==> src/soe_pkg.sv <==
// soe_pkg: shared types, word constants and the microcode program for the
// second-order low-pass filter. No dependencies.

package soe_pkg;

    localparam int WORD_BITS = 32;
    localparam int FRAC_BITS = 16;
    localparam int PROD_BITS = 2 * WORD_BITS;
    localparam int ADDR_BITS = 4;
    localparam int PROG_LEN  = 17;
    localparam int PC_BITS   = $clog2(PROG_LEN);

    typedef logic signed [WORD_BITS-1:0] word_t;

    localparam word_t WMAX = {1'b0, {(WORD_BITS-1){1'b1}}};
    localparam word_t WMIN = {1'b1, {(WORD_BITS-1){1'b0}}};

    // configuration register indexes
    typedef enum logic [1:0] {
        REG_FREQ = 2'd0,
        REG_DAMP = 2'd1,
        REG_GAIN = 2'd2
    } reg_idx_t;

    typedef enum logic [1:0] {
        OP_NOP,
        OP_MUL,
        OP_ADD,
        OP_SUB
    } op_t;

    typedef enum logic [3:0] {
        SRC_NONE,
        SRC_NF,
        SRC_DR,
        SRC_G,
        SRC_SPK,
        SRC_DT,
        SRC_II,
        SRC_PI,
        SRC_VI,
        SRC_POS,
        SRC_VEL,
        SRC_W2,
        SRC_ZW,
        SRC_T,
        SRC_A,
        SRC_P
    } src_t;

    typedef enum logic [3:0] {
        DST_NONE,
        DST_II,
        DST_PI,
        DST_VI,
        DST_POS,
        DST_VEL,
        DST_W2,
        DST_ZW,
        DST_T,
        DST_A,
        DST_X
    } dst_t;

    typedef enum logic [1:0] {
        JMP_NEXT,
        JMP_WAIT,
        JMP_ZERO
    } jmp_t;

    // one control word: alu/multiplier op with operands, alu destination,
    // destination for the saturated product, and the sequencing action
    typedef struct packed {
        op_t  op;
        src_t a_sel;
        src_t b_sel;
        dst_t dst;
        dst_t pdst;
        jmp_t jmp;
    } ctrl_t;

    function automatic ctrl_t cw(op_t op, src_t a, src_t b, dst_t d, dst_t pd, jmp_t j);
        ctrl_t c;
        c.op    = op;
        c.a_sel = a;
        c.b_sel = b;
        c.dst   = d;
        c.pdst  = pd;
        c.jmp   = j;
        return c;
    endfunction

    // source P is the saturated value of the last product
    function automatic ctrl_t ucode(logic [PC_BITS-1:0] pc);
        ctrl_t c;
        case (pc)
            5'd0:    c = cw(OP_NOP, SRC_NONE, SRC_NONE, DST_NONE, DST_NONE, JMP_WAIT);
            5'd1:    c = cw(OP_MUL, SRC_NF,   SRC_NF,   DST_NONE, DST_NONE, JMP_NEXT);
            5'd2:    c = cw(OP_ADD, SRC_DR,   SRC_DR,   DST_T,    DST_W2,   JMP_NEXT);
            5'd3:    c = cw(OP_MUL, SRC_T,    SRC_NF,   DST_NONE, DST_NONE, JMP_NEXT);
            5'd4:    c = cw(OP_MUL, SRC_SPK,  SRC_DT,   DST_NONE, DST_ZW,   JMP_NEXT);
            5'd5:    c = cw(OP_ADD, SRC_II,   SRC_P,    DST_II,   DST_NONE, JMP_NEXT);
            5'd6:    c = cw(OP_MUL, SRC_II,   SRC_G,    DST_NONE, DST_NONE, JMP_NEXT);
            5'd7:    c = cw(OP_MUL, SRC_P,    SRC_W2,   DST_NONE, DST_NONE, JMP_NEXT);
            5'd8:    c = cw(OP_MUL, SRC_POS,  SRC_DT,   DST_NONE, DST_X,    JMP_NEXT);
            5'd9:    c = cw(OP_ADD, SRC_PI,   SRC_P,    DST_PI,   DST_NONE, JMP_NEXT);
            5'd10:   c = cw(OP_MUL, SRC_PI,   SRC_W2,   DST_NONE, DST_NONE, JMP_NEXT);
            5'd11:   c = cw(OP_MUL, SRC_VEL,  SRC_DT,   DST_NONE, DST_A,    JMP_NEXT);
            5'd12:   c = cw(OP_ADD, SRC_VI,   SRC_P,    DST_VI,   DST_T,    JMP_NEXT);
            5'd13:   c = cw(OP_MUL, SRC_VI,   SRC_ZW,   DST_NONE, DST_NONE, JMP_NEXT);
            5'd14:   c = cw(OP_ADD, SRC_POS,  SRC_T,    DST_POS,  DST_NONE, JMP_NEXT);
            5'd15:   c = cw(OP_SUB, SRC_NONE, SRC_A,    DST_X,    DST_NONE, JMP_NEXT);
            5'd16:   c = cw(OP_SUB, SRC_NONE, SRC_P,    DST_VEL,  DST_NONE, JMP_ZERO);
            default: c = cw(OP_NOP, SRC_NONE, SRC_NONE, DST_NONE, DST_NONE, JMP_ZERO);
        endcase
        return c;
    endfunction

endpackage

==> src/soe_cfg.sv <==
// soe_cfg: apb-style configuration registers (omega, zeta, gain).
// Depends on soe_pkg.

module soe_cfg (
    input  logic                          clk,
    input  logic                          rst_n,
    input  logic                          psel,
    input  logic                          penable,
    input  logic                          pwrite,
    input  logic [soe_pkg::ADDR_BITS-1:0] paddr,
    input  logic [31:0]                   pwdata,
    output logic [31:0]                   prdata,
    output logic                          pready,
    output logic [30:0]                   natural_freq,
    output logic [30:0]                   damping_ratio,
    output logic signed [31:0]            dc_gain
);

    logic [30:0]        freq_reg, freq_next;
    logic [30:0]        damp_reg, damp_next;
    logic signed [31:0] gain_reg, gain_next;
    logic               wr_en;
    soe_pkg::reg_idx_t  idx;

    assign pready = 1'b1;
    assign wr_en  = psel && penable && pwrite;
    assign idx    = soe_pkg::reg_idx_t'(paddr[3:2]);

    always_comb
    begin
        freq_next = freq_reg;
        damp_next = damp_reg;
        gain_next = gain_reg;
        if (wr_en)
        begin
            case (idx)
                soe_pkg::REG_FREQ: freq_next = pwdata[30:0];
                soe_pkg::REG_DAMP: damp_next = pwdata[30:0];
                soe_pkg::REG_GAIN: gain_next = pwdata;
                default: ;
            endcase
        end
    end

    always_comb
    begin
        case (idx)
            soe_pkg::REG_FREQ: prdata = {1'b0, freq_reg};
            soe_pkg::REG_DAMP: prdata = {1'b0, damp_reg};
            soe_pkg::REG_GAIN: prdata = gain_reg;
            default:           prdata = '0;
        endcase
    end

    always_ff @(posedge clk or negedge rst_n)
    begin
        if (!rst_n)
        begin
            freq_reg <= 31'd65536;
            damp_reg <= 31'd65536;
            gain_reg <= 32'sd65536;
        end
        else
        begin
            freq_reg <= freq_next;
            damp_reg <= damp_next;
            gain_reg <= gain_next;
        end
    end

    assign natural_freq  = freq_reg;
    assign damping_ratio = damp_reg;
    assign dc_gain       = gain_reg;

endmodule

==> src/soe_sequencer.sv <==
// soe_sequencer: step counter and microcode table lookup with jumps.
// Depends on soe_pkg.

module soe_sequencer (
    input  logic           clk,
    input  logic           rst_n,
    input  logic           start,
    output soe_pkg::ctrl_t ctrl,
    output logic           idle
);

    logic [soe_pkg::PC_BITS-1:0] pc_reg, pc_next;

    assign ctrl = soe_pkg::ucode(pc_reg);
    assign idle = (pc_reg == '0);

    always_comb
    begin
        case (ctrl.jmp)
            soe_pkg::JMP_WAIT: pc_next = start ? soe_pkg::PC_BITS'(1) : '0;
            soe_pkg::JMP_ZERO: pc_next = '0;
            default:           pc_next = pc_reg + soe_pkg::PC_BITS'(1);
        endcase
    end

    always_ff @(posedge clk or negedge rst_n)
    begin
        if (!rst_n)
            pc_reg <= '0;
        else
            pc_reg <= pc_next;
    end

endmodule

==> src/soe_datapath.sv <==
// soe_datapath: filter state, temporaries, shared multiplier and saturating alu.
// Driven by control words from soe_sequencer; depends on soe_pkg.

module soe_datapath (
    input  logic               clk,
    input  logic               rst_n,
    input  soe_pkg::ctrl_t     ctrl,
    input  logic               accept,
    input  logic signed [31:0] spike_sample,
    input  logic [31:0]        timestamp,
    input  logic [30:0]        natural_freq,
    input  logic [30:0]        damping_ratio,
    input  logic signed [31:0] dc_gain,
    output logic signed [31:0] filtered_value
);

    localparam int W = soe_pkg::WORD_BITS;
    localparam int F = soe_pkg::FRAC_BITS;
    localparam int P = soe_pkg::PROD_BITS;
    localparam int M = P - F;

    typedef logic signed [W-1:0] word_t;

    function automatic word_t sat_add(word_t a, word_t b);
        logic signed [W:0] s;
        s = {a[W-1], a} + {b[W-1], b};
        if (s[W] != s[W-1])
            return s[W] ? soe_pkg::WMIN : soe_pkg::WMAX;
        return s[W-1:0];
    endfunction

    function automatic word_t sat_sub(word_t a, word_t b);
        logic signed [W:0] s;
        s = {a[W-1], a} - {b[W-1], b};
        if (s[W] != s[W-1])
            return s[W] ? soe_pkg::WMIN : soe_pkg::WMAX;
        return s[W-1:0];
    endfunction

    function automatic logic [W-1:0] mag(word_t v);
        return v[W-1] ? (~v + W'(1)) : v;
    endfunction

    // state
    word_t         ii_reg, ii_next;
    word_t         pi_reg, pi_next;
    word_t         vi_reg, vi_next;
    word_t         pos_reg, pos_next;
    word_t         vel_reg, vel_next;
    logic [31:0]   last_time_reg;
    // temporaries and latched inputs
    word_t         w2_reg, w2_next;
    word_t         zw_reg, zw_next;
    word_t         t_reg, t_next;
    word_t         a_reg, a_next;
    word_t         x_reg, x_next;
    word_t         spk_reg;
    logic [31:0]   dt_reg;
    logic [P-1:0]  prod_reg;
    logic          neg_reg;
    word_t         out_reg;

    word_t         a_val, b_val, alu_val, psat_val;
    logic          b_is_dt, alu_we;
    logic [W-1:0]  mag_a, mag_b;
    logic [M-1:0]  prod_shift;

    // saturated fixed-point value of the last product, truncated toward zero
    always_comb
    begin
        prod_shift = prod_reg[P-1:F];
        if (prod_shift > M'(soe_pkg::WMAX))
            psat_val = neg_reg ? soe_pkg::WMIN : soe_pkg::WMAX;
        else if (neg_reg)
            psat_val = -word_t'(prod_shift[W-1:0]);
        else
            psat_val = prod_shift[W-1:0];
    end

    function automatic word_t pick(soe_pkg::src_t s, word_t ps, word_t nf, word_t dr,
                                   word_t g, word_t spk, word_t dt, word_t ii, word_t pi,
                                   word_t vi, word_t pos, word_t vel, word_t w2,
                                   word_t zw, word_t t, word_t a, word_t x);
        case (s)
            soe_pkg::SRC_NF:  return nf;
            soe_pkg::SRC_DR:  return dr;
            soe_pkg::SRC_G:   return g;
            soe_pkg::SRC_SPK: return spk;
            soe_pkg::SRC_DT:  return dt;
            soe_pkg::SRC_II:  return ii;
            soe_pkg::SRC_PI:  return pi;
            soe_pkg::SRC_VI:  return vi;
            soe_pkg::SRC_POS: return pos;
            soe_pkg::SRC_VEL: return vel;
            soe_pkg::SRC_W2:  return w2;
            soe_pkg::SRC_ZW:  return zw;
            soe_pkg::SRC_T:   return t;
            soe_pkg::SRC_A:   return a;
            soe_pkg::SRC_P:   return ps;
            default:          return x;
        endcase
    endfunction

    // operand a from SRC_NONE reads the x temporary (used by the subtract chain)
    always_comb
    begin
        a_val = pick(ctrl.a_sel, psat_val, {{(W-31){1'b0}}, natural_freq},
                     {{(W-31){1'b0}}, damping_ratio}, W'(dc_gain), spk_reg,
                     W'(dt_reg), ii_reg, pi_reg, vi_reg, pos_reg, vel_reg, w2_reg,
                     zw_reg, t_reg, a_reg, x_reg);
        b_val = pick(ctrl.b_sel, psat_val, {{(W-31){1'b0}}, natural_freq},
                     {{(W-31){1'b0}}, damping_ratio}, W'(dc_gain), spk_reg,
                     W'(dt_reg), ii_reg, pi_reg, vi_reg, pos_reg, vel_reg, w2_reg,
                     zw_reg, t_reg, a_reg, x_reg);
        b_is_dt = (ctrl.b_sel == soe_pkg::SRC_DT);
        // dt is an unsigned magnitude
        mag_a   = mag(a_val);
        mag_b   = b_is_dt ? W'(dt_reg) : mag(b_val);
    end

    always_comb
    begin
        alu_we = 1'b1;
        case (ctrl.op)
            soe_pkg::OP_ADD: alu_val = sat_add(a_val, b_val);
            soe_pkg::OP_SUB: alu_val = sat_sub(a_val, b_val);
            default:
            begin
                alu_val = a_val;
                alu_we  = 1'b0;
            end
        endcase
    end

    always_comb
    begin
        ii_next  = ii_reg;
        pi_next  = pi_reg;
        vi_next  = vi_reg;
        pos_next = pos_reg;
        vel_next = vel_reg;
        w2_next  = w2_reg;
        zw_next  = zw_reg;
        t_next   = t_reg;
        a_next   = a_reg;
        x_next   = x_reg;
        if (alu_we)
        begin
            case (ctrl.dst)
                soe_pkg::DST_II:  ii_next  = alu_val;
                soe_pkg::DST_PI:  pi_next  = alu_val;
                soe_pkg::DST_VI:  vi_next  = alu_val;
                soe_pkg::DST_POS: pos_next = alu_val;
                soe_pkg::DST_VEL: vel_next = alu_val;
                soe_pkg::DST_W2:  w2_next  = alu_val;
                soe_pkg::DST_ZW:  zw_next  = alu_val;
                soe_pkg::DST_T:   t_next   = alu_val;
                soe_pkg::DST_A:   a_next   = alu_val;
                soe_pkg::DST_X:   x_next   = alu_val;
                default: ;
            endcase
        end
        case (ctrl.pdst)
            soe_pkg::DST_W2: w2_next = psat_val;
            soe_pkg::DST_ZW: zw_next = psat_val;
            soe_pkg::DST_T:  t_next  = psat_val;
            soe_pkg::DST_A:  a_next  = psat_val;
            soe_pkg::DST_X:  x_next  = psat_val;
            default: ;
        endcase
    end

    always_ff @(posedge clk or negedge rst_n)
    begin
        if (!rst_n)
        begin
            ii_reg        <= '0;
            pi_reg        <= '0;
            vi_reg        <= '0;
            pos_reg       <= '0;
            vel_reg       <= '0;
            last_time_reg <= '0;
        end
        else
        begin
            ii_reg  <= ii_next;
            pi_reg  <= pi_next;
            vi_reg  <= vi_next;
            pos_reg <= pos_next;
            vel_reg <= vel_next;
            if (accept)
                last_time_reg <= timestamp;
        end
    end

    always_ff @(posedge clk)
    begin
        w2_reg <= w2_next;
        zw_reg <= zw_next;
        t_reg  <= t_next;
        a_reg  <= a_next;
        x_reg  <= x_next;
        if (ctrl.op == soe_pkg::OP_MUL)
        begin
            prod_reg <= P'(mag_a) * P'(mag_b);
            neg_reg  <= a_val[W-1] ^ (b_val[W-1] & ~b_is_dt);
        end
        if (accept)
        begin
            spk_reg <= W'(spike_sample);
            dt_reg  <= timestamp - last_time_reg;
            out_reg <= pos_reg;
        end
    end

    assign filtered_value = out_reg[31:0];

endmodule

==> src/second_order_lowpass_euler.sv <==
// second_order_lowpass_euler: top level of the forward-euler second-order filter.
// Instantiates soe_cfg, soe_sequencer and soe_datapath; depends on soe_pkg.
//
//  channel  direction  handshake              payload
//  in       input      in_valid / in_stall    spike_sample, timestamp
//  out      output     out_valid / out_stall  filtered_value
//  cfg      input      apb psel/penable       paddr, pwdata, prdata
//
// an item runs one idle step plus a 16-step microprogram built
// around the single shared 32x32 multiplier (nine products per item)
// the result (previous position) is loaded into the output register at accept
// reset clears the filter state to zero and sets omega, zeta and gain to 1.0
// the next item is taken once the program is back at step zero and the output
// register is empty or being drained in the same cycle

module second_order_lowpass_euler (
    input  logic                          clk,
    input  logic                          rst_n,
    input  logic                          in_valid,
    output logic                          in_stall,
    input  logic signed [31:0]            spike_sample,
    input  logic [31:0]                   timestamp,
    output logic                          out_valid,
    input  logic                          out_stall,
    output logic signed [31:0]            filtered_value,
    input  logic                          psel,
    input  logic                          penable,
    input  logic                          pwrite,
    input  logic [soe_pkg::ADDR_BITS-1:0] paddr,
    input  logic [31:0]                   pwdata,
    output logic [31:0]                   prdata,
    output logic                          pready
);

    logic               accept;
    logic               idle;
    logic               out_valid_reg, out_valid_next;
    soe_pkg::ctrl_t     ctrl;
    logic [30:0]        natural_freq;
    logic [30:0]        damping_ratio;
    logic signed [31:0] dc_gain;

    assign in_stall = !idle || (out_valid_reg && out_stall);
    assign accept   = in_valid && !in_stall;

    always_comb
    begin
        if (accept)
            out_valid_next = 1'b1;
        else if (!out_stall)
            out_valid_next = 1'b0;
        else
            out_valid_next = out_valid_reg;
    end

    always_ff @(posedge clk or negedge rst_n)
    begin
        if (!rst_n)
            out_valid_reg <= 1'b0;
        else
            out_valid_reg <= out_valid_next;
    end

    assign out_valid = out_valid_reg;

    soe_cfg u_cfg (
        .clk           (clk),
        .rst_n         (rst_n),
        .psel          (psel),
        .penable       (penable),
        .pwrite        (pwrite),
        .paddr         (paddr),
        .pwdata        (pwdata),
        .prdata        (prdata),
        .pready        (pready),
        .natural_freq  (natural_freq),
        .damping_ratio (damping_ratio),
        .dc_gain       (dc_gain)
    );

    soe_sequencer u_seq (
        .clk   (clk),
        .rst_n (rst_n),
        .start (accept),
        .ctrl  (ctrl),
        .idle  (idle)
    );

    soe_datapath u_dp (
        .clk            (clk),
        .rst_n          (rst_n),
        .ctrl           (ctrl),
        .accept         (accept),
        .spike_sample   (spike_sample),
        .timestamp      (timestamp),
        .natural_freq   (natural_freq),
        .damping_ratio  (damping_ratio),
        .dc_gain        (dc_gain),
        .filtered_value (filtered_value)
    );

endmodule

==> config.mk <==
export PLATFORM = sky130hd
export DESIGN_NAME = second_order_lowpass_euler
export DESIGN_NICKNAME = d
export VERILOG_FILES = /design/src/soe_pkg.sv /design/src/soe_cfg.sv /design/src/soe_sequencer.sv /design/src/soe_datapath.sv /design/src/second_order_lowpass_euler.sv
export SDC_FILE = /design/constraint.sdc
export NUM_CORES = 2
export LEC_CHECK = 0
export BUFFER_PORTS_ARGS = -buffer_cell sky130_fd_sc_hd__buf_4
export CAP_MARGIN = 20
export CORE_MARGIN = 8
export CORE_UTILIZATION = 30
export DETAILED_ROUTE_END_ITERATION = 8
export PLACE_DENSITY = 0.42
export SYNTH_ARGS = -nofsm -noshare
export SYNTH_HDL_FRONTEND = slang
export SYNTH_SLANG_ARGS = --single-unit
==> constraint.sdc <==
create_clock -name clk -period 15.59 [get_ports clk]
set_input_delay 1.559 -clock clk [delete_from_list [all_inputs] [get_ports clk]]
set_output_delay 1.559 -clock clk [all_outputs]
set_load 0.005 [all_outputs]
==> out/metrics.cfg <==
[finish]
fillCellCount = 24017
largest_reg_flops = 48
final_cell_mix = inv_1 (1119), nand2_1 (951), fa_1 (898)
drive_above_1_share = 0.1246
final_common_cell = inv_1
area_growth_pct = 13.47
design_area_sq_um = 79060
nets = 9186

[timing]
hold_viol = 0
worst_clock_skew_ns = 0.1050
fin_setup_tns_ns = 0
min_period_ns = 14.67
setup_viol = 0
fmax_mhz = 68.18
maxSlewHeadroom = 0.1328
final.period_utilization = 0.9407
maxSlewViolCount = 0
worst_pin_slew_ns = 1.291
rsz0062_at_grt = no

[flow_run]
drv_cap = 0

[detailed_routing]
wl_per_cell_microns = 28.18
drtIter0Drc = 5721
firstDrtPassIters = 7
finalWirelength_mm = 308.0
vias = 58426
drc_errors = 0
via_per_inst = 5.345
ant_nets = 0

[worst_setup_path]
crit_fanout = 14
startpoint = u_seq.pc_reg[1]
cp_common_cell = fa_1
endpoint_kind = flop
crit_arrival_ns = 15.09
crit_family = adder cells
critPathMaxStageDelay_ns = 0.88
cp_num_buf_inv = 7
crit_slowest_cell = o21ai_0
r2r_start = u_seq.pc_reg[1]
critPathLaunchType = flop
criticalPathCategory = flop to flop
required_ns = 16.02

[place]
gp_congestion = 0.9327
placed_cell_area_sq_um = 76330
io_buffers = 170
dp_hpwl_mm = 244.7

[yosys]
synth_edf_count = 305
syn_avg_cell_area_sq_um = 9.138
synth_area_leader_cell = fa_1
yosys.cell_types.count = 131
synthTopCellsByArea = fa_1 (26%), edfxtp_1 (13%), dfrtp_1 (10%)
synth_nets = 8997
synth_warnings = 0
ys_seq_area_frac = 0.2364
ys_ff_latch = 597
synth-async-reset-ratio = 0.4891
synth_flop_cell = edfxtp_1
syn_area_sq_um = 69670
syn-instance-count = 7624
synth_top_area_frac = 0.2580

[floorplan]
core_sq_um = 231900
die_x_microns = 497.9
ios = 174
die_h_microns = 497.9
dieArea_sq_um = 247900
start_util = 0.3005
rows = 177

[cts]
holdBufCountCts = 0
h-tree-depth = 3
cts_buffers = 79
clk_latency_ns = 0.76
cts.sinks = 597
post_cts_buffers = 0
cts_resized = 0
clk_pin_slew_ns = 0.06
cts_tree = yes
ctsLongestPathBuffers = 3
root_buffer = clkbuf_16

[hold_path]
hold_path.class = flop to flop
holdCritStartpoint = u_dp.pos_reg[8]

[grt]
grt_pass1_vias = 59466
antenna_found_initial = 13
grt_max_degree = 112
grt_use_total = 0.2416
overflow = 0
grt_pass1_wl_mm = 440.2

[status]
outcome = finished, final reports clean

-- kinds of logic after synthesis --
family | after synthesis | share of synthesized area
compound gates | 1439 | 0.1378
xor+xnor | 211 | 0.02771
fa+ha+maj | 1266 | 0.3241
buf+inv | 1549 | 0.08758
flops | 597 | 0.2364
mux | 317 | 0.04748
other cells | 1 | 0.00005382
simple gates | 2244 | 0.1388
-- per-stage QoR --
stage / util / instances / setup slack, ns / hold WS, ns
2_1_floorplan: - / 7624 / 3.653 / 0.4458
3_3_place_gp: 0.3292 / 10771 / 1.298 / 0.4726
3_5_place_dp: 0.3292 / 10772 / 1.102 / 0.4718
4_1_cts: 0.3407 / 10920 / 1.051 / 0.4861
5_1_grt: 0.3409 / 10923 / 0.5713 / 0.4988
6_report: 0.3410 / 10930 / 0.9239 / 0.4849
-- layer usage --
layer,part of all wire,track usage
met1,0.43,0.3249
met2,0.46,0.3924
met3,0.066,0.03417
met4,0.049,0.09758
met5,0.000023,0
-- cells in the mapped netlist (18+ instances only) --
| cell | instances |
|---|---|
| inv_1 | 1119 |
| nand2_1 | 954 |
| fa_1 | 898 |
| nor2_1 | 822 |
| a21oi_1 | 492 |
| ha_1 | 368 |
| edfxtp_1 | 305 |
| dfrtp_1 | 289 |
| clkbuf_1 | 269 |
| o21ai_0 | 234 |
| mux2i_1 | 217 |
| xnor2_1 | 150 |
| buf_2 | 103 |
| and2_1 | 101 |
| mux2_2 | 97 |
| nand3_1 | 84 |
| a22oi_1 | 68 |
| nor3_1 | 65 |
| a31oi_1 | 57 |
| a21o_1 | 51 |
| xor2_1 | 50 |
| a211oi_1 | 41 |
| o211ai_1 | 41 |
| nand2b_1 | 37 |
| o21a_1 | 35 |
| o21bai_1 | 35 |
| a221oi_1 | 30 |
| o21ai_1 | 29 |
| o22ai_1 | 28 |
| and3_1 | 26 |
| buf_4 | 23 |
| nand4_1 | 23 |
| nor2b_1 | 22 |
| buf_1 | 20 |
| a222oi_1 | 19 |
| a221oi_2 | 18 |
| nor4_1 | 18 |
-- worst paths after layout --
path | to | slack [ns] | cells after the start
hold / removal | u_dp.filtered_value[8] | 0.48 | 0
max in group asynchronous | u_dp.ii_reg[8] | 12.73 | 4
hold reg to reg | u_dp.filtered_value[8] | 0.48 | 0
setup reg to reg | u_dp.prod_reg[58] | 0.92 | 43
setup / recovery | u_dp.prod_reg[58] | 0.92 | 43
min in group asynchronous | out_valid | 0.94 | 1
-- area by class of cell --
cell class                      instances  area, sq um  area share
Clock inverter                         36        426.7    0.005397
Timing Repair Buffer                  532         4069     0.05147
Multi-Input combinational cell       5478        47790      0.6045
Tap cell                             3043         3807     0.04816
Clock buffer                          112         2243     0.02838
Antenna cell                            7        17.52   0.0002216
Sequential cell                       597        16470      0.2083
Inverter                             1125         4233     0.05354
Power is not shown: default switching activity piles up to over one toggle a cycle in this logic, so the estimate is an artifact.
